[config.mk]
export PLATFORM = sky130hd
export DESIGN_NAME = i2c_master_bitbang_sequencer_unit_flat
export DESIGN_NICKNAME = d
export VERILOG_FILES = /design/src/design/i2cbb_pkg.sv /design/src/design/i2cbb_intf.sv /design/src/design/i2cbb_wbuf.sv /design/src/design/i2cbb_step.sv /design/src/design/i2c_master_bitbang_sequencer_unit.sv /design/src/flat_wrapper.sv
export SDC_FILE = /design/constraint.sdc
export NUM_CORES = 1
export LEC_CHECK = 0
export BUFFER_PORTS_ARGS = -buffer_cell sky130_fd_sc_hd__buf_2
export CELL_PAD_IN_SITES_DETAIL_PLACEMENT = 0
export CELL_PAD_IN_SITES_GLOBAL_PLACEMENT = 1
export CORE_ASPECT_RATIO = 2
export CORE_MARGIN = 1
export CORE_UTILIZATION = 46
export DETAILED_ROUTE_END_ITERATION = 12
export PLACE_DENSITY_LB_ADDON = 0.1
export SYNTH_ARGS = -nofsm -noshare
export SYNTH_HDL_FRONTEND = slang
export SYNTH_SLANG_ARGS = --single-unit
[constraint.sdc]
create_clock -name clk_i -period 2.9 [get_ports clk_i]
set_input_delay 0 -clock clk_i [delete_from_list [all_inputs] [get_ports clk_i]]
set_output_delay 0 -clock clk_i [all_outputs]
set_load 0.03 [all_outputs]
[src/design/i2cbb_pkg.sv]
// Shared constants, codes and payload types of the I2C register-transaction sequencer.
package i2cbb_pkg;

  localparam int unsigned MaxWriteBytes = 16;
  localparam int unsigned BufAw = (MaxWriteBytes > 1) ? $clog2(MaxWriteBytes) : 1;
  localparam int unsigned LdPtrW = $clog2(MaxWriteBytes + 1);

  localparam logic [1:0] ReqTick    = 2'd0;
  localparam logic [1:0] ReqStartWr = 2'd1;
  localparam logic [1:0] ReqStartRd = 2'd2;
  localparam logic [1:0] ReqLoad    = 2'd3;

  localparam logic [2:0] ErrOk       = 3'd0;
  localparam logic [2:0] ErrStart    = 3'd1;
  localparam logic [2:0] ErrAddrNack = 3'd2;
  localparam logic [2:0] ErrDataNack = 3'd3;
  localparam logic [2:0] ErrTooLong  = 3'd4;

  localparam logic [7:0] ReadBit = 8'h01;

  typedef enum logic [4:0] {
    PhIdle, PhSt1, PhSt2, PhTxl, PhTxd, PhTxh, PhAckl, PhAckd, PhAckh, PhAcks,
    PhRxl, PhRxh, PhRxs, PhMad, PhMah, PhMal, PhP0, PhP1, PhP2, PhP3
  } phase_e;

  typedef enum logic [1:0] {
    SgAddrW, SgReg, SgDataW, SgAddrR
  } stage_e;

  typedef struct packed {
    logic [1:0] req_type;
    logic [7:0] dev_addr;
    logic [7:0] reg_addr;
    logic [7:0] length;
    logic [7:0] data_byte;
    logic       sda_in;
  } req_t;

  typedef struct packed {
    logic       scl_out;
    logic       sda_out;
    logic       rx_valid;
    logic [7:0] rx_byte;
    logic       busy_res;
    logic       done_res;
    logic [2:0] error_code;
  } rsp_t;

  typedef struct packed {
    logic             en;
    logic [BufAw-1:0] addr;
    logic [7:0]       data;
  } wbuf_wr_t;

endpackage

[src/design/i2cbb_intf.sv]
// Handshake channel interfaces for requests, results and the configuration register.
interface i2cbb_req_if;
  import i2cbb_pkg::*;
  logic valid;
  logic ready;
  req_t payload;
  modport source (output valid, output payload, input ready);
  modport sink (input valid, input payload, output ready);
endinterface

interface i2cbb_rsp_if;
  import i2cbb_pkg::*;
  logic valid;
  logic ready;
  rsp_t payload;
  modport source (output valid, output payload, input ready);
  modport sink (input valid, input payload, output ready);
endinterface

interface i2cbb_cfg_if;
  logic valid;
  logic ready;
  logic data;
  modport source (output valid, output data, input ready);
  modport sink (input valid, input data, output ready);
endinterface

[src/design/i2cbb_wbuf.sv]
// Generic RAM with one write port and one registered read port.
module i2cbb_wbuf #(
  parameter int unsigned Width = 8,
  parameter int unsigned Depth = 16
) (
  input  logic                     clk_i,
  input  logic                     wr_en_i,
  input  logic [$clog2(Depth)-1:0] wr_addr_i,
  input  logic [Width-1:0]         wr_data_i,
  input  logic [$clog2(Depth)-1:0] rd_addr_i,
  output logic [Width-1:0]         rd_data_o
);

  logic [Width-1:0] mem_q [Depth];
  logic [Width-1:0] rd_data_q;

  always_ff @(posedge clk_i) begin
    if (wr_en_i) begin
      mem_q[wr_addr_i] <= wr_data_i;
    end
  end

  always_ff @(posedge clk_i) begin
    rd_data_q <= mem_q[rd_addr_i];
  end

  assign rd_data_o = rd_data_q;

endmodule

[src/design/i2cbb_step.sv]
// Bus sequencing state and the single-step transition logic for one request.
module i2cbb_step (
  input  logic                        clk_i,
  input  logic                        rst_ni,
  input  logic                        step_i,
  input  i2cbb_pkg::req_t             req_i,
  input  logic                        nack_ignore_i,
  input  logic [7:0]                  buf_rd_data_i,
  output logic [i2cbb_pkg::BufAw-1:0] buf_rd_idx_o,
  output i2cbb_pkg::wbuf_wr_t         buf_wr_o,
  output i2cbb_pkg::rsp_t             rsp_o
);
  import i2cbb_pkg::*;

  typedef struct packed {
    phase_e            phase;
    stage_e            stage;
    logic [2:0]        err_pend;
    logic [3:0]        bit_cnt;
    logic [7:0]        shift;
    logic [7:0]        byte_cnt;
    logic [LdPtrW-1:0] ld_ptr;
    logic [7:0]        dev;
    logic [7:0]        regb;
    logic [7:0]        len;
    logic              read_mode;
    logic              scl;
    logic              sda;
  } st_t;

  localparam st_t StReset = '{
    phase: PhIdle, stage: SgAddrW, err_pend: ErrOk, bit_cnt: '0, shift: '0,
    byte_cnt: '0, ld_ptr: '0, dev: '0, regb: '0, len: '0, read_mode: 1'b0,
    scl: 1'b1, sda: 1'b1
  };
  localparam logic [8:0]        LenLimit = 9'(MaxWriteBytes);
  localparam logic [LdPtrW-1:0] LdLimit  = LdPtrW'(MaxWriteBytes);

  st_t        s_q, s_d;
  logic       done;
  logic [2:0] err;
  logic       rxv;
  logic [7:0] rxb;
  logic [3:0] bc_inc;
  logic [7:0] byc_inc;
  logic [7:0] rx_shift;

  function automatic st_t send_begin(st_t s, logic [7:0] b);
    s.shift   = b;
    s.bit_cnt = '0;
    s.scl     = 1'b0;
    s.phase   = PhTxd;
    return s;
  endfunction

  function automatic st_t stop_begin(st_t s, logic [2:0] code);
    s.err_pend = code;
    s.scl      = 1'b0;
    s.phase    = PhP1;
    return s;
  endfunction

  assign bc_inc       = s_q.bit_cnt + 4'd1;
  assign byc_inc      = s_q.byte_cnt + 8'd1;
  assign rx_shift     = {s_q.shift[6:0], req_i.sda_in};
  assign buf_rd_idx_o = (s_q.stage == SgReg) ? '0 : BufAw'(byc_inc);

  always_comb begin
    s_d      = s_q;
    done     = 1'b0;
    err      = ErrOk;
    rxv      = 1'b0;
    rxb      = '0;
    buf_wr_o = '0;
    if (step_i) begin
      if (s_q.phase == PhIdle) begin
        if (req_i.req_type == ReqStartWr || req_i.req_type == ReqStartRd) begin
          s_d.dev       = req_i.dev_addr;
          s_d.regb      = req_i.reg_addr;
          s_d.len       = req_i.length;
          s_d.read_mode = (req_i.req_type == ReqStartRd);
          if (!s_d.read_mode && ({1'b0, req_i.length} > LenLimit)) begin
            done       = 1'b1;
            err        = ErrTooLong;
            s_d.ld_ptr = '0;
          end else begin
            s_d.stage    = SgAddrW;
            s_d.err_pend = ErrOk;
            s_d.byte_cnt = '0;
            s_d.scl      = 1'b1;
            s_d.sda      = 1'b1;
            s_d.phase    = PhSt1;
          end
        end else if (req_i.req_type == ReqLoad && s_q.ld_ptr < LdLimit) begin
          buf_wr_o.en   = 1'b1;
          buf_wr_o.addr = BufAw'(s_q.ld_ptr);
          buf_wr_o.data = req_i.data_byte;
          s_d.ld_ptr    = s_q.ld_ptr + 1'b1;
        end
      end else if (req_i.req_type == ReqTick) begin
        case (s_q.phase)
          PhSt1, PhSt2: begin
            if (req_i.sda_in == (s_q.phase == PhSt2)) begin
              if (s_q.stage == SgAddrR) begin
                s_d = send_begin(s_d, s_q.dev | ReadBit);
              end else begin
                done      = 1'b1;
                err       = ErrStart;
                s_d.phase = PhIdle;
                if (!s_q.read_mode) begin
                  s_d.ld_ptr = '0;
                end
              end
            end else if (s_q.phase == PhSt1) begin
              s_d.sda   = 1'b0;
              s_d.phase = PhSt2;
            end else begin
              s_d.sda     = 1'b0;
              s_d.shift   = (s_q.stage == SgAddrR) ? (s_q.dev | ReadBit) : s_q.dev;
              s_d.bit_cnt = '0;
              s_d.phase   = PhTxl;
            end
          end
          PhTxl: begin
            s_d.scl   = 1'b0;
            s_d.phase = PhTxd;
          end
          PhTxd: begin
            s_d.sda   = s_q.shift[7];
            s_d.shift = {s_q.shift[6:0], 1'b0};
            s_d.phase = PhTxh;
          end
          PhTxh: begin
            s_d.scl     = 1'b1;
            s_d.bit_cnt = bc_inc;
            s_d.phase   = (bc_inc >= 4'd8) ? PhAckl : PhTxl;
          end
          PhAckl: begin
            s_d.scl   = 1'b0;
            s_d.phase = PhAckd;
          end
          PhAckd: begin
            s_d.sda   = 1'b1;
            s_d.phase = PhAckh;
          end
          PhAckh: begin
            s_d.scl   = 1'b1;
            s_d.phase = PhAcks;
          end
          PhAcks: begin
            case (s_q.stage)
              SgAddrW: begin
                if (req_i.sda_in) begin
                  s_d = stop_begin(s_d, ErrAddrNack);
                end else begin
                  s_d.stage = SgReg;
                  s_d = send_begin(s_d, s_q.regb);
                end
              end
              SgReg: begin
                if (s_q.read_mode) begin
                  s_d.stage = SgAddrR;
                  s_d.scl   = 1'b1;
                  s_d.sda   = 1'b1;
                  s_d.phase = PhSt1;
                end else if (s_q.len != '0) begin
                  s_d.stage    = SgDataW;
                  s_d.byte_cnt = '0;
                  s_d = send_begin(s_d, buf_rd_data_i);
                end else begin
                  s_d = stop_begin(s_d, ErrOk);
                end
              end
              SgDataW: begin
                if (req_i.sda_in && !nack_ignore_i) begin
                  s_d = stop_begin(s_d, ErrDataNack);
                end else begin
                  s_d.byte_cnt = byc_inc;
                  if (byc_inc < s_q.len) begin
                    s_d = send_begin(s_d, buf_rd_data_i);
                  end else begin
                    s_d = stop_begin(s_d, ErrOk);
                  end
                end
              end
              default: begin
                s_d.byte_cnt = '0;
                if (s_q.len != '0) begin
                  s_d.sda     = 1'b1;
                  s_d.scl     = 1'b0;
                  s_d.bit_cnt = '0;
                  s_d.shift   = '0;
                  s_d.phase   = PhRxh;
                end else begin
                  s_d = stop_begin(s_d, ErrOk);
                end
              end
            endcase
          end
          PhRxl: begin
            s_d.sda     = 1'b1;
            s_d.scl     = 1'b0;
            s_d.bit_cnt = '0;
            s_d.shift   = '0;
            s_d.phase   = PhRxh;
          end
          PhRxh: begin
            s_d.scl   = 1'b1;
            s_d.phase = PhRxs;
          end
          PhRxs: begin
            s_d.shift   = rx_shift;
            s_d.bit_cnt = bc_inc;
            s_d.scl     = 1'b0;
            if (bc_inc < 4'd8) begin
              s_d.phase = PhRxh;
            end else begin
              rxv          = 1'b1;
              rxb          = rx_shift;
              s_d.byte_cnt = byc_inc;
              s_d.phase    = PhMad;
            end
          end
          PhMad: begin
            s_d.sda   = (s_q.byte_cnt >= s_q.len);
            s_d.phase = PhMah;
          end
          PhMah: begin
            s_d.scl   = 1'b1;
            s_d.phase = PhMal;
          end
          PhMal: begin
            s_d.scl = 1'b0;
            if (s_q.byte_cnt < s_q.len) begin
              s_d.phase = PhRxl;
            end else begin
              s_d.err_pend = ErrOk;
              s_d.phase    = PhP0;
            end
          end
          PhP0: begin
            s_d.scl   = 1'b0;
            s_d.phase = PhP1;
          end
          PhP1: begin
            s_d.sda   = 1'b0;
            s_d.phase = PhP2;
          end
          PhP2: begin
            s_d.scl   = 1'b1;
            s_d.phase = PhP3;
          end
          PhP3: begin
            s_d.sda   = 1'b1;
            done      = 1'b1;
            err       = s_q.err_pend;
            s_d.phase = PhIdle;
            if (!s_q.read_mode) begin
              s_d.ld_ptr = '0;
            end
          end
          default: begin
            s_d.phase = PhIdle;
          end
        endcase
      end
    end
  end

  always_ff @(posedge clk_i or negedge rst_ni) begin
    if (!rst_ni) begin
      s_q <= StReset;
    end else begin
      s_q <= s_d;
    end
  end

  assign rsp_o.scl_out    = s_d.scl;
  assign rsp_o.sda_out    = s_d.sda;
  assign rsp_o.rx_valid   = rxv;
  assign rsp_o.rx_byte    = rxb;
  assign rsp_o.busy_res   = (s_d.phase != PhIdle);
  assign rsp_o.done_res   = done;
  assign rsp_o.error_code = err;

endmodule

[src/design/i2c_master_bitbang_sequencer_unit.sv]
// Top level of the I2C register-transaction sequencer: request and result registers.
//
//   channel  dir  payload                                           transfer when
//   req_i    in   req_type dev_addr reg_addr length data_byte sda_in valid && ready
//   rsp_o    out  scl_out sda_out rx_valid rx_byte busy/done error  valid && ready
//   cfg_i    in   data_nack_ignore                                  valid && ready
//
// Every request gives exactly one result, through the request register and then the result
// register; one request is taken in every cycle while the output is not stalled.
// The request register feeds one step of the sequencer, which writes the result register.
// A stalled result register holds the step, and the request side stops once both are full.
// Reset leaves the bus released and the sequencer idle; cfg_i is always ready.
module i2c_master_bitbang_sequencer_unit (
  input  logic              clk_i,
  input  logic              rst_ni,
  i2cbb_req_if.sink         req_i,
  i2cbb_rsp_if.source       rsp_o,
  i2cbb_cfg_if.sink         cfg_i
);
  import i2cbb_pkg::*;

  logic             req_vld_q;
  req_t             req_q;
  logic             rsp_vld_q;
  rsp_t             rsp_q;
  logic             nack_ign_q;
  logic             advance;
  rsp_t             step_rsp;
  wbuf_wr_t         buf_wr;
  logic [BufAw-1:0] buf_rd_idx;
  logic [7:0]       buf_rd_data;

  assign advance     = req_vld_q && (!rsp_vld_q || rsp_o.ready);
  assign req_i.ready = !req_vld_q || advance;
  assign cfg_i.ready = 1'b1;

  always_ff @(posedge clk_i or negedge rst_ni) begin
    if (!rst_ni) begin
      req_vld_q <= 1'b0;
    end else if (req_i.ready) begin
      req_vld_q <= req_i.valid;
    end
  end

  always_ff @(posedge clk_i) begin
    if (req_i.ready && req_i.valid) begin
      req_q <= req_i.payload;
    end
  end

  always_ff @(posedge clk_i or negedge rst_ni) begin
    if (!rst_ni) begin
      rsp_vld_q <= 1'b0;
    end else if (advance) begin
      rsp_vld_q <= 1'b1;
    end else if (rsp_o.ready) begin
      rsp_vld_q <= 1'b0;
    end
  end

  always_ff @(posedge clk_i) begin
    if (advance) begin
      rsp_q <= step_rsp;
    end
  end

  always_ff @(posedge clk_i or negedge rst_ni) begin
    if (!rst_ni) begin
      nack_ign_q <= 1'b0;
    end else if (cfg_i.valid) begin
      nack_ign_q <= cfg_i.data;
    end
  end

  i2cbb_step u_step (
    .clk_i         (clk_i),
    .rst_ni        (rst_ni),
    .step_i        (advance),
    .req_i         (req_q),
    .nack_ignore_i (nack_ign_q),
    .buf_rd_data_i (buf_rd_data),
    .buf_rd_idx_o  (buf_rd_idx),
    .buf_wr_o      (buf_wr),
    .rsp_o         (step_rsp)
  );

  i2cbb_wbuf #(
    .Width (8),
    .Depth (MaxWriteBytes)
  ) u_wbuf (
    .clk_i     (clk_i),
    .wr_en_i   (buf_wr.en),
    .wr_addr_i (buf_wr.addr),
    .wr_data_i (buf_wr.data),
    .rd_addr_i (buf_rd_idx),
    .rd_data_o (buf_rd_data)
  );

  assign rsp_o.valid   = rsp_vld_q;
  assign rsp_o.payload = rsp_q;

`ifndef NO_ASSERTIONS
  a_advance_fills: assert property (@(posedge clk_i) disable iff (!rst_ni)
    advance |=> rsp_vld_q)
    else $error("A step did not load the result register.");

  a_err_only_done: assert property (@(posedge clk_i) disable iff (!rst_ni)
    rsp_vld_q && !rsp_q.done_res |-> rsp_q.error_code == ErrOk)
    else $error("An error code was given without a finished transaction.");

  a_done_not_busy: assert property (@(posedge clk_i) disable iff (!rst_ni)
    rsp_vld_q && rsp_q.done_res |-> !rsp_q.busy_res)
    else $error("A finished transaction still reports busy.");

  a_rx_busy: assert property (@(posedge clk_i) disable iff (!rst_ni)
    rsp_vld_q && rsp_q.rx_valid |-> rsp_q.busy_res && !rsp_q.done_res)
    else $error("A received byte was reported outside a read transaction.");

  a_no_step_on_stall: assert property (@(posedge clk_i) disable iff (!rst_ni)
    rsp_vld_q && !rsp_o.ready |-> !advance)
    else $error("The sequencer stepped while the result register was stalled.");
`endif

endmodule
[src/flat_wrapper.sv]
// flat-port wrapper written by rule: the top's interface ports become plain ports
module i2c_master_bitbang_sequencer_unit_flat import i2cbb_pkg::*;
  (clk_i, rst_ni, req_i_valid, req_i_payload, req_i_ready, rsp_o_valid, rsp_o_payload, rsp_o_ready, cfg_i_valid, cfg_i_data, cfg_i_ready);
  i2cbb_req_if req_i_i ();
  i2cbb_rsp_if rsp_o_i ();
  i2cbb_cfg_if cfg_i_i ();
  input  logic clk_i;
  input  logic rst_ni;
  input wire logic [$bits(req_i_i.valid)-1:0] req_i_valid;
  input wire logic [$bits(req_i_i.payload)-1:0] req_i_payload;
  output wire logic [$bits(req_i_i.ready)-1:0] req_i_ready;
  output wire logic [$bits(rsp_o_i.valid)-1:0] rsp_o_valid;
  output wire logic [$bits(rsp_o_i.payload)-1:0] rsp_o_payload;
  input wire logic [$bits(rsp_o_i.ready)-1:0] rsp_o_ready;
  input wire logic [$bits(cfg_i_i.valid)-1:0] cfg_i_valid;
  input wire logic [$bits(cfg_i_i.data)-1:0] cfg_i_data;
  output wire logic [$bits(cfg_i_i.ready)-1:0] cfg_i_ready;
  assign req_i_i.valid = req_i_valid;
  assign req_i_i.payload = req_i_payload;
  assign req_i_ready = req_i_i.ready;
  assign rsp_o_valid = rsp_o_i.valid;
  assign rsp_o_payload = rsp_o_i.payload;
  assign rsp_o_i.ready = rsp_o_ready;
  assign cfg_i_i.valid = cfg_i_valid;
  assign cfg_i_i.data = cfg_i_data;
  assign cfg_i_ready = cfg_i_i.ready;
  i2c_master_bitbang_sequencer_unit u_core (.clk_i(clk_i), .rst_ni(rst_ni), .req_i(req_i_i), .rsp_o(rsp_o_i), .cfg_i(cfg_i_i));
endmodule
; After elaboration in Yosys (flattened, before gate mapping)
; Memories as Yosys holds them, arrays and structs flattened. A register that Yosys moved wholly into a read port is not among the register bits.
; Cells that the tools add are included.
[classes]
n_mux = 78
reduce_logical = 42
addsub = 3
n_lt_le_gt_ge = 7
n_bitwise = 3
eq_ne = 56
[op_table]
columns = operator, n
row1 = 62-bit 2-to-1 mux, 6
row2 = 62-bit case mux with 3 select lines, 1
row3 = 5-bit case mux with 17 select lines, 1
row4 = 53-bit 2-to-1 mux, 1
row5 = 13-bit 2-to-1 mux, 4
row6 = 25-bit case mux with 2 select lines, 1
row7 = 12-bit 2-to-1 mux, 4
row8 = 5-bit 2-to-1 mux, 9
row9 = 5-bit by 4-bit == test with 1-bit output (second input constant), 8
row10 = 40-bit 2-to-1 mux, 1
row11 = 8-bit case mux with 5 select lines, 1
row12 = 39-bit 2-to-1 mux, 1
row13 = 3-bit inequality test (second input constant), 13
row14 = 12-bit AND reduction, 3
row15 = 10-bit 2-to-1 mux, 3
row16 = 27-bit 2-to-1 mux, 1
row17 = 3-bit 2-to-1 mux, 9
row18 = 8-bit 2-to-1 mux, 3
row19 = 8-bit case mux with 3 select lines, 1
row20 = 5-bit by 3-bit == test with 1-bit output (second input constant), 4
row21 = 5-bit == test (second input constant), 4
row22 = 20-bit 2-to-1 mux, 1
row23 = 1-bit 2-to-1 mux, 17
row24 = 8-bit < comparator, 2
row25 = 53 further kinds, 90
[word_totals]
ram_bits = 128
reg_bits = 116
out_inout_bits = 19
input_bits = 41
n_memories = 1
[mem_list]
columns = memory, words, width, read_ports, rd_clocked_by_memory_dff, write_ports, line
row1 = u_core.u_wbuf.mem_q, 16, 8, 1, 1, 1, i2cbb_wbuf.sv:14  ; logic [Width-1:0] mem_q [Depth];

; Logic depth before layout (Yosys ltp)
; Gate-level depths: netlist (run 1).
[logic_depth]
word_depth = 10
depth_mapped = 11

; Modules after synthesis
; A second synthesis (run 1) with hierarchy kept.
[unflattened]
cells_unflattened = 881
hier_area_um2 = 11502.3
[modules_own_cells]
columns = mod, instances, cells_per_inst, area_each_um2
row1 = i2cbb_wbuf, 1, 229, 5147.4
row2 = i2cbb_step, 1, 589, 4672.0
row3 = i2c_master_bitbang_sequencer_unit, 1, 63, 1682.9

; Worst setup path before layout (run 1)
; OpenSTA, ideal clock, no wires.
[synth_path]
path_kind = register to register
start = reg u_core.u_step.s_q[32] in the netlist's numbering
end = reg u_core.u_step.s_q[52] in the netlist's numbering
path_buffers = 0
period_less_slack_ns = 3.005
stages_incl_launch_ff = 10
required_time_ns = 2.773
slack_ns = -0.105
arrival_ns = 2.878
setup_time_ns = 0.127
cell_sequence = dfrtp_1 -> ha_1 -> xnor2_2 -> clkinv_1 -> ha_1 -> o211ai_1 -> a21oi_1 -> o21ai_0 -> a2111oi_2 -> mux2_1
[synth_between]
elab_chain_cells = 4
[synth_lines]
columns = element, line
row1 = "start, declared", i2cbb_step.sv:39  ; st_t s_q, s_d;
row2 = "start signal, assigned", i2cbb_step.sv:272  ; s_q <= StReset;
row3 = 8-bit by 1-bit adder with 8-bit output, i2cbb_step.sv:64  ; assign byc_inc = s_q.byte_cnt + 8'd1;
row4 = 8-bit < comparator, i2cbb_step.sv:179  ; if (byc_inc < s_q.len) begin
row5 = 5-bit inequality test (no line), --
row6 = 12-bit AND reduction (no line) *, --
; Mark *: on every way between the ends. The rest lies on a longest branch, timed or not.
; A chain may end at the register's enable or synchronous reset.

; Worst setup path after layout (run 1)
[layout_path]
start = reg u_core.u_step.s_q[32] in the netlist's numbering
end = reg u_core.u_step.s_q[49] in the netlist's numbering
[layout_between]
elab_chain_cells = 4
[layout_lines]
columns = element, line
row1 = 8-bit by 1-bit adder with 8-bit output, i2cbb_step.sv:64
row2 = 8-bit < comparator, i2cbb_step.sv:179
row3 = 3-bit inequality test (no line), --
row4 = 12-bit AND reduction (no line), --
; No other way between the ends.

==> impl_metrics.toml, run 1 <==
[outcome]
outcome = "finished clean"

[timing]
hold_viol_final = 0
final_max_slew_viol_count = 0
tightestPinTransition_ns = 0.882
tns_ns = 0
hold_slack_ns = 0.107
finalCriticalPeriod_ns = 2.82
slew-limit-headroom_pct = 41.2
setup-violations-final = 0
finClkSkew_ns = 0.0148
fmax_mhz = 355
rsz0062_at_grt = "yes"
finalCritPeriodShare_pct = 97.3

[setup_path]
max_stage_delay_ns = 0.40
crit_path_top_delay_cell = "dfrtp_1"
crit_path_frequent_cell = "and3_1"
arrival_ns = 3.23
reg2reg_depth = 11
crit_chain = "and3_1 -> and3_1 -> and3_4 -> xor2_2 -> ha_4 -> nand4_1 -> a21oi_4 -> buf_4 -> a31o_4 -> or3_4 -> mux2_2"
worstPathRequired_ns = 3.31
path_max_fanout = 4
path_class = "reg2reg"
startpoint_type = "flop"
cp-end-kind = "flop"

[layout]
final_cell_mix = "edfxtp_1, buf_4, mux2_2, dfrtp_1, buf_2"
antenna_cells = 0
num-fill-cells = 2173
final_util_pct = 56.8
nets = 1147
drive_gt1_share_pct = 29.1
final_area_um2 = 14200
mostFrequentLayoutCell = "edfxtp_1"
syn_to_final_growth_pct = 21.8

[power]
clock_power_share_pct = 29.6
p_per_area_nw_per_um2 = 754
seq_power_share_pct = 42.7
p_switching_mw = 3.44
combPwrFrac_pct = 27.7
leakage_nw = 5.34
p_int_mw = 7.28
swShare_pct = 32.1
total_power_mw = 10.7
max-vdd-ir-drop_uv = 536

[detailed_routing]
route.detailed.drc = 0
via_per_inst = 5.92
wl_per_cell_um = 24.2
drt-total-wl_um = 34700
drt_iter0_drc = 623
drt.antenna.violating_nets = 0
firstDrtPassIters = 5
vias = 8494

[synth]
synth_simple_gate_area_share_pct = 11.3
synth_area_um2 = 11700
synthMuxAreaShare_pct = 8.58
syn_inst = 908
async_flop_share_pct = 25.5
synth_nets = 971
synth.avg_cell_area_um2 = 12.9
synth_xor_xnor_area_share_pct = 0.889
ys.warnings.count = 0
yosysTopAreaCellShare_pct = 46.0
synthAdderAreaFrac_pct = 2.36
ys_types = 82
ys_top_cells_by_area = "edfxtp_1, dfrtp_1, mux2_2, ha_1, a21oi_1"
synth_edf_count = 179
ys_seq_area_share_pct = 61.1
synth_flop_cell = "edfxtp_1"
yosysTopAreaCell = "edfxtp_1"
synth_top_family_by_area = "compound AO/OA/AOI/OAI gates"
synth_compound_area_share_pct = 13.0
yosys_register_bits = 251

[place]
portBuffers = 58
place_congestion = 0.967
place_area_um2 = 12900
dp_hpwl_um = 25100

[grt]
grt_pass1_wl_um = 52000
track_usage_pct = 27.5
grt_pass1_vias = 8969
antenna_found_initial = 0
grt_max_degree = 47
grt-ovfl-total = 0

[clock_tree]
cts_tree = "yes"
cts_buffers = 23
numClockSinks = 251
clk_path_buf_depth = 3
clock_latency_ns = 0.54
clkTransAtPathRegs_ns = 0.08
cts_root_buf = "clkbuf_16"
htreeDepth = 1

[die]
chipWidth_um = 115
core_area_um2 = 25000
die_y_um = 227
start_util_pct = 46.6
rows = 82
dieArea_um2 = 26100
ios = 60

[job]
maxCapViolations = 0

[hold_path]
min_path_type = "in2async"
[synthesized netlist by cell type, types with 4 or more instances]
cell type / count
o31ai_1: 9
dfxtp_1: 8
dfrtp_1: 62
a211o_1: 5
buf_2: 10
xor2_1: 5
nor2b_1: 15
ha_1: 22
a21oi_1: 49
mux2_2: 76
buf_1: 7
inv_1: 21
mux2i_1: 12
a221oi_1: 12
nand2_1: 54
nor4_1: 6
clkbuf_1: 25
o2111ai_1: 4
o211ai_1: 5
nor3b_1: 4
o22ai_1: 5
and2_1: 19
nor3_1: 18
o21ai_0: 43
nand2b_1: 18
edfxtp_1: 179
nor2_1: 49
buf_6: 5
xnor2_1: 5
nand3_1: 17
nand3b_1: 4
a222oi_1: 15
a211oi_1: 10
and3_1: 15
a31o_2: 10
o221ai_1: 10
or3_1: 6
nand4_1: 5
[registers in the layout, indices dropped and copies added, names as in the netlist]
| name | cells |
|---|---|
| u_core.u_wbuf.mem_q | 128 |
| u_core.u_step.s_q | 54 |
| u_core.req_q | 35 |
| u_core.rsp_o.payload | 16 |
| u_core.u_wbuf.rd_data_o | 8 |
| u_core.u_step.rx_shift | 7 |
| u_core.nack_ign_q | 1 |
| u_core.req_vld_q | 1 |
| u_core.rsp_o.valid | 1 |
[power groups by stage]
stage | registers, mW | clock network (mW) | logic, mW
floorplan | 4.55 | 0 | 1.88
global placement | 4.64 | 0 | 2.79
detailed placement | 4.65 | 0 | 2.83
CTS | 4.57 | 3.23 | 2.91
global route | 4.62 | 3.33 | 3.20
finish | 4.58 | 3.17 | 2.97
[repair_timing]
| action | 4_1_cts | 5_1_grt |
|---|---|---|
| endpoints found under the setup margin | 14 | 23 |
| gates resized for setup | 6 | 14 |
| pin swaps | 3 | 5 |
| hold buffers | 41 | 0 |
| buffers inserted | 2 | 2 |
| hold endpoints to repair | 68 | 0 |
[cell type report]
cell class	instances	area, um2	area share [%]
repair buffers	199	1470	10.3
multi-input cells	587	4320	30.4
clock inverters	8	72.6	0.510
inverters	22	83.8	0.590
flip-flops and latches	251	7140	50.2
well taps	336	420	2.96
clock buffers	33	718	5.05
[worst max-delay path, delay by kind of cell, from the launching register on]
family | cells | cell delay (ns)
AND/OR/NAND/NOR | 5 | 1.10
flip-flops | 1 | 0.40
AO/OA/AOI/OAI | 2 | 0.31
multiplexers | 1 | 0.29
adder cells (fa/ha/maj) | 1 | 0.25
XOR/XNOR | 1 | 0.19
buffers and inverters | 1 | 0.15
[cell families (layout without fill, tap and decap cells)]
group           Yosys count  after routing
simple gates            248            248
xor+xnor                 11             11
mux                      90             90
compound gates          215            215
buf+inv                  70            262
other cells               1              1
fa+ha+maj                22             22
flops                   251            251
[final timing paths]
kind / slack (ns) / from / endpoint
worst min register to register: 0.48 / u_core.req_q[29] / u_core.u_step.s_q[23]
min in group clk_i: 0.18 / req_i_payload[18] / u_core.req_q[18]
worst max register to register: 0.08 / u_core.u_step.s_q[32] / u_core.u_step.s_q[49]
worst min-delay path: 0.11 / rst_ni / u_core.u_step.s_q[52]
max in group asynchronous: 2.02 / rst_ni / u_core.u_step.rx_shift[2]
worst max-delay path: 0.08 / u_core.u_step.s_q[32] / u_core.u_step.s_q[49]
[per-stage QoR]
| step | setup WS, ns | std cells |
|---|---|---|
| 3_3_place_gp | -0.0575 | 1350 |
| 4_1_cts | 0.0246 | 1434 |
| 2_1_floorplan | -0.0105 | 908 |
| 6_report | 0.0795 | 1436 |
| 3_5_place_dp | -0.169 | 1350 |
| 5_1_grt | -0.0525 | 1436 |
[routing by layer]
metal | share of wire, % | global-route usage [%] | vias to the layer above
met1 | 32 | 26.4 | 4224
met4 | 7.3 | 18.7 | 0
met2 | 56 | 53.0 | 303
met3 | 4.4 | 3.78 | 116
li1 | - | - | 3851
met5 | 0 | 0 | -
Note: power is estimated with default switching activity, not from simulation.
==> run 2: changes to the inputs <==
CORE_ASPECT_RATIO = 1.5   (was 2)
==> impl_metrics.toml, run 2 (synthesis gave the netlist of run 1 again) <==
[clock_tree]
cts_buffers = 25
htreeDepth = 1
clkTransAtPathRegs_ns = 0.07
clock_latency_ns = 0.53
clk_path_buf_depth = 3
cts_tree = "yes"
cts_root_buf = "clkbuf_16"
numClockSinks = 251

[detailed_routing]
via_per_inst = 5.83
wl_per_cell_um = 23.2
route.detailed.drc = 0
drt_iter0_drc = 491
vias = 8302
drt.antenna.violating_nets = 0
firstDrtPassIters = 5
drt-total-wl_um = 33000

[setup_path]
path_max_fanout = 5
worstPathRequired_ns = 3.31
arrival_ns = 3.26
startpoint_type = "flop"
path_class = "reg2reg"
cp-end-kind = "flop"

[die]
rows = 71
chipWidth_um = 132
core_area_um2 = 25000
start_util_pct = 46.8
die_y_um = 197
ios = 60
dieArea_um2 = 26000

[grt]
grt_pass1_vias = 8641
track_usage_pct = 25.8
grt_pass1_wl_um = 49700
grt_max_degree = 44
antenna_found_initial = 0
grt-ovfl-total = 0

[timing]
final_max_slew_viol_count = 0
hold_viol_final = 0
slew-limit-headroom_pct = 24.1
finalCritPeriodShare_pct = 98.4
fmax_mhz = 350
tightestPinTransition_ns = 1.14
finalCriticalPeriod_ns = 2.85
finClkSkew_ns = 0.0195
setup-violations-final = 0

[outcome]
outcome = "finished clean"

[layout]
syn_to_final_growth_pct = 21.4
seq_area_um2 = 7140
multi_input_area_um2 = 4310
final_cell_mix = "edfxtp_1, buf_4, mux2_2, dfrtp_1, buf_2"
antenna_cells = 0
largest-register = "u_core.u_wbuf.mem_q"
nets = 1141
reg_top3 = "u_core.u_wbuf.mem_q x128, u_core.u_step.s_q x54, u_core.req_q x35"
mostFrequentLayoutCell = "edfxtp_1"
num-fill-cells = 2109
final_util_pct = 56.8
largest_reg_flops = 128
drive_gt1_share_pct = 27.9

[power]
combPwrFrac_pct = 26.9
leakage_nw = 5.29
p_int_mw = 7.29
total_power_mw = 10.6
p_per_area_nw_per_um2 = 748
max-vdd-ir-drop_uv = 526
p_switching_mw = 3.31
seq_power_share_pct = 43.2
swShare_pct = 31.2
clock_power_share_pct = 29.9

[place]
portBuffers = 58
place_congestion = 0.911
dp_hpwl_um = 24100

[job]
maxCapViolations = 0

[hold_path]
min_path_type = "in2reg"
==> run 2: cell types whose count changed in the layout (fill, tap and decap cells not counted), sizes merged <==
cell / previous run / this run
buf: 158 / 150
bufinv: 1 / 3
clkbuf: 33 / 29
clkinv: 5 / 10
clkinvlp: 1 / 3
inv: 23 / 22
==> run 2: power by group through the flow <==
stage / logic (mW) / clock network [mW] / registers, mW
4_1_cts: 2.81 / 3.25 / 4.58
3_3_place_gp: 2.70 / 0 / 4.64
5_1_grt: 3.08 / 3.38 / 4.63
2_1_floorplan: 1.88 / 0 / 4.55
6_report: 2.85 / 3.17 / 4.58
3_5_place_dp: 2.74 / 0 / 4.65
==> run 2: path summary, 6_finish.rpt <==
kind                                            start                    end  slack [ns]  depth (start not counted)
worst min-delay path                 req_i_payload[0]        u_core.req_q[0]        0.19                          2
worst max register to register  u_core.u_step.s_q[33]  u_core.u_step.s_q[49]        0.05                         11
worst max-delay path            u_core.u_step.s_q[33]  u_core.u_step.s_q[49]        0.05                         11
worst min register to register       u_core.req_q[26]  u_core.u_step.s_q[20]        0.48                          1
max in group asynchronous                      rst_ni  u_core.u_step.s_q[32]        1.84                          3
min in group asynchronous                      rst_ni      u_core.nack_ign_q        0.23                          2
==> run 2: per-stage QoR <==
stage | setup slack, ns | instance area [um2] | cells | hold slack [ns] | TNS (ns)
2_1_floorplan | -0.0105 | 11700 | 908 | -0.296 | -0.0105
3_3_place_gp | -0.0231 | 12800 | 1334 | 0.178 | -0.155
3_5_place_dp | -0.0796 | 12800 | 1334 | 0.179 | -0.579
4_1_cts | 0.00647 | 14100 | 1421 | 0.151 | 0
5_1_grt | -0.0189 | 14200 | 1424 | 0.167 | -0.0189
6_report | 0.0466 | 14200 | 1424 | 0.188 | 0
==> run 2: per-layer routing <==
layer / vias up / routed length, um / track usage [%]
li1: 3838 / - / -
met1: 4156 / 11500 / 25.7
met2: 222 / 18700 / 51.4
met3: 86 / 1010 / 2.59
met4: 0 / 1810 / 14.7
met5: - / 0 / 0
==> run 2: cell type report <==
class | instances | area share, %
clock buffers | 29 | 4.52
clock inverters | 16 | 1.17
inverters | 22 | 0.591
multi-input cells | 587 | 30.4
flip-flops and latches | 251 | 50.4
well taps | 328 | 2.90
repair buffers | 191 | 10.0
==> run 2: what timing repair did <==
item,CTS,global route
endpoints found under the hold margin,77,0
endpoints found under the setup margin,9,15
buffers inserted,1,3
hold buffers,41,0
resized for setup,1,16
pin swaps,1,8
==> run 2: critical path: stages, from the launching register on <==
cell	delay, ns
dfrtp_1	0.45
and3_4	0.22
and3_4	0.18
and3_4	0.21
xor2_4	0.18
ha_4	0.23
nand4_1	0.08
a21oi_1	0.06
buf_4	0.17
a31o_4	0.26
or3_4	0.42
mux2_2	0.28
==> run 3: changes to the inputs <==
==> constraint.sdc (replaced) <==
create_clock -name clk_i -period 2.3 [get_ports clk_i]
set_input_delay 0.345 -clock clk_i [delete_from_list [all_inputs] [get_ports clk_i]]
set_output_delay 0.345 -clock clk_i [all_outputs]
set_load 0.03 [all_outputs]
==> impl_metrics.toml, run 3 (synthesis gave the netlist of run 1 again) <==
[grt]
grt_pass1_wl_um = 53400
antenna_found_initial = 0
grt_pass1_vias = 9399
grt-ovfl-total = 0
grt_max_degree = 65
track_usage_pct = 27.6

[timing]
hold_viol_final = 0
fmax_mhz = 373
finalCritPeriodShare_pct = 117
worst_slack_ns = -0.380
setup-violations-final = 43
rsz0062_at_grt = "yes"
final_max_slew_viol_count = 0
slew-limit-headroom_pct = 44.7
finClkSkew_ns = 0.0102
tightestPinTransition_ns = 0.827
finalCriticalPeriod_ns = 2.68

[setup_path]
arrival_ns = 3.10
path_max_fanout = 4
path_class = "reg2reg"
startpoint_type = "flop"
crit_path_top_delay_cell = "dfrtp_1"
cp-end-kind = "flop"
worstPathRequired_ns = 2.72
crit_family = "compound AO/OA/AOI/OAI gates"
max_stage_delay_ns = 0.41
crit_chain = "buf_6 -> ha_4 -> buf_6 -> xnor2_4 -> clkinv_4 -> ha_4 -> o211ai_1 -> a21oi_4 -> a31o_4 -> or3_4 -> mux2_2"
worst-path-buf-inv = 3

[detailed_routing]
via_per_inst = 5.76
drt_iter0_drc = 572
wl_per_cell_um = 23.2
route.detailed.drc = 0
drt.antenna.violating_nets = 0
vias = 8944
drt-total-wl_um = 36100
firstDrtPassIters = 6

[power]
leakage_nw = 6.25
combPwrFrac_pct = 33.4
swShare_pct = 31.8
seq_power_share_pct = 38.6
max-vdd-ir-drop_uv = 744
clock_power_share_pct = 28.0
total_power_mw = 14.9
p_switching_mw = 4.74
p_int_mw = 10.2
p_per_area_nw_per_um2 = 904

[die]
start_util_pct = 46.8
rows = 71
dieArea_um2 = 26000
die_y_um = 197
ios = 60
chipWidth_um = 132
core_area_um2 = 25000

[layout]
final_cell_mix = "edfxtp_1, buf_4, dfrtp_1, mux2_2, buf_2"
antenna_cells = 0
largest-register = "u_core.u_wbuf.mem_q"
reg_top3 = "u_core.u_wbuf.mem_q x128, u_core.u_step.s_q x54, u_core.req_q x35"
syn_to_final_growth_pct = 41.1
drive_gt1_share_pct = 44.5
nets = 1270
largest_reg_flops = 128
mostFrequentLayoutCell = "edfxtp_1"
final_util_pct = 66.0

[clock_tree]
cts_root_buf = "clkbuf_16"
clkTransAtPathRegs_ns = 0.07
clock_latency_ns = 0.53
numClockSinks = 251
clk_path_buf_depth = 3
cts_tree = "yes"
htreeDepth = 1
cts_buffers = 25

[outcome]
outcome = "complete, but fails checks"
violations = "negative setup slack"

[place]
portBuffers = 58
dp_hpwl_um = 25700
place_congestion = 0.902

[hold_path]
min_path_type = "in2reg"

[job]
maxCapViolations = 0
==> run 3: changes by cell type in the layout (fill, tap and decap cells not counted), moves of 8 or more <==
cell,delta
mux2_4,+19
nor2_1,-18
mux2_2,-18
buf_6,+26
nor2_4,+13
buf_12,+29
a211oi_1,-8
and2_4,+8
buf_4,+74
and2_1,-8
o21ai_0,-11
==> run 3: cell type report <==
cell class	count	area (um2)
flip-flops and latches	251	7140
fillers	1874	8480
inverters	22	92.6
clock buffers	28	637
multi-input cells	587	5080
repair buffers	320	2910
well taps	328	410
clock inverters	18	205
==> run 3: worst paths after layout <==
| path | from | to | slack, ns | cells past startpoint |
|---|---|---|---|---|
| worst max-delay path | u_core.u_step.s_q[33] | u_core.u_step.s_q[48] | -0.38 | 11 |
| min in group asynchronous | rst_ni | u_core.u_step.s_q[59] | 0.35 | 3 |
| max in group asynchronous | rst_ni | u_core.u_step.s_q[1] | 1.57 | 3 |
| worst min-delay path | cfg_i_data | u_core.nack_ign_q | 0.05 | 2 |
| worst max register to register | u_core.u_step.s_q[33] | u_core.u_step.s_q[48] | -0.38 | 11 |
| worst min register to register | u_core.req_q[26] | u_core.u_step.s_q[20] | 0.48 | 1 |
==> run 3: power groups by stage <==
stage	logic, mW	registers [mW]	clock network (mW)
after global routing	5.33	5.80	4.43
final	4.97	5.75	4.18
after global placement	4.22	5.82	0
after floorplan	2.46	5.74	0
after CTS	4.70	5.74	4.27
after detailed placement	4.30	5.84	0
==> run 3: per-stage QoR <==
step / std cells / worst slack, ns / hold slack [ns] / area, um2 / setup TNS (ns)
2_1_floorplan: 908 / -0.324 / 0.0494 / 11900 / -3.73
3_3_place_gp: 1432 / -0.390 / 0.381 / 14000 / -20.11
3_5_place_dp: 1432 / -0.493 / 0.391 / 14000 / -22.77
4_1_cts: 1541 / -0.360 / 0.0213 / 15900 / -5.52
5_1_grt: 1554 / -0.451 / 0.0415 / 16500 / -11.82
6_report: 1554 / -0.380 / 0.0474 / 16500 / -6.49
==> run 3: metal layers <==
layer  vias to the layer above  track usage, %  part of all wire, %  wire length [um]
met4                         0            17.6                  6.4              2310
met1                      4460            27.5                   35             12500
met2                       257            53.7                   56             20100
li1                       4104               -                    -                 -
met5                         -               0                    0                 0
met3                       123            3.16                  3.3              1190
==> run 3: timing repair <==
| item | CTS | global route |
|---|---|---|
| endpoints found under the hold margin | 98 | 0 |
| gates cloned | 3 | 2 |
| resized for setup | 98 | 101 |
| pin swaps | 41 | 42 |
| endpoints found under the setup margin | 164 | 171 |
| setup buffers | 23 | 13 |
| hold buffers | 37 | 0 |
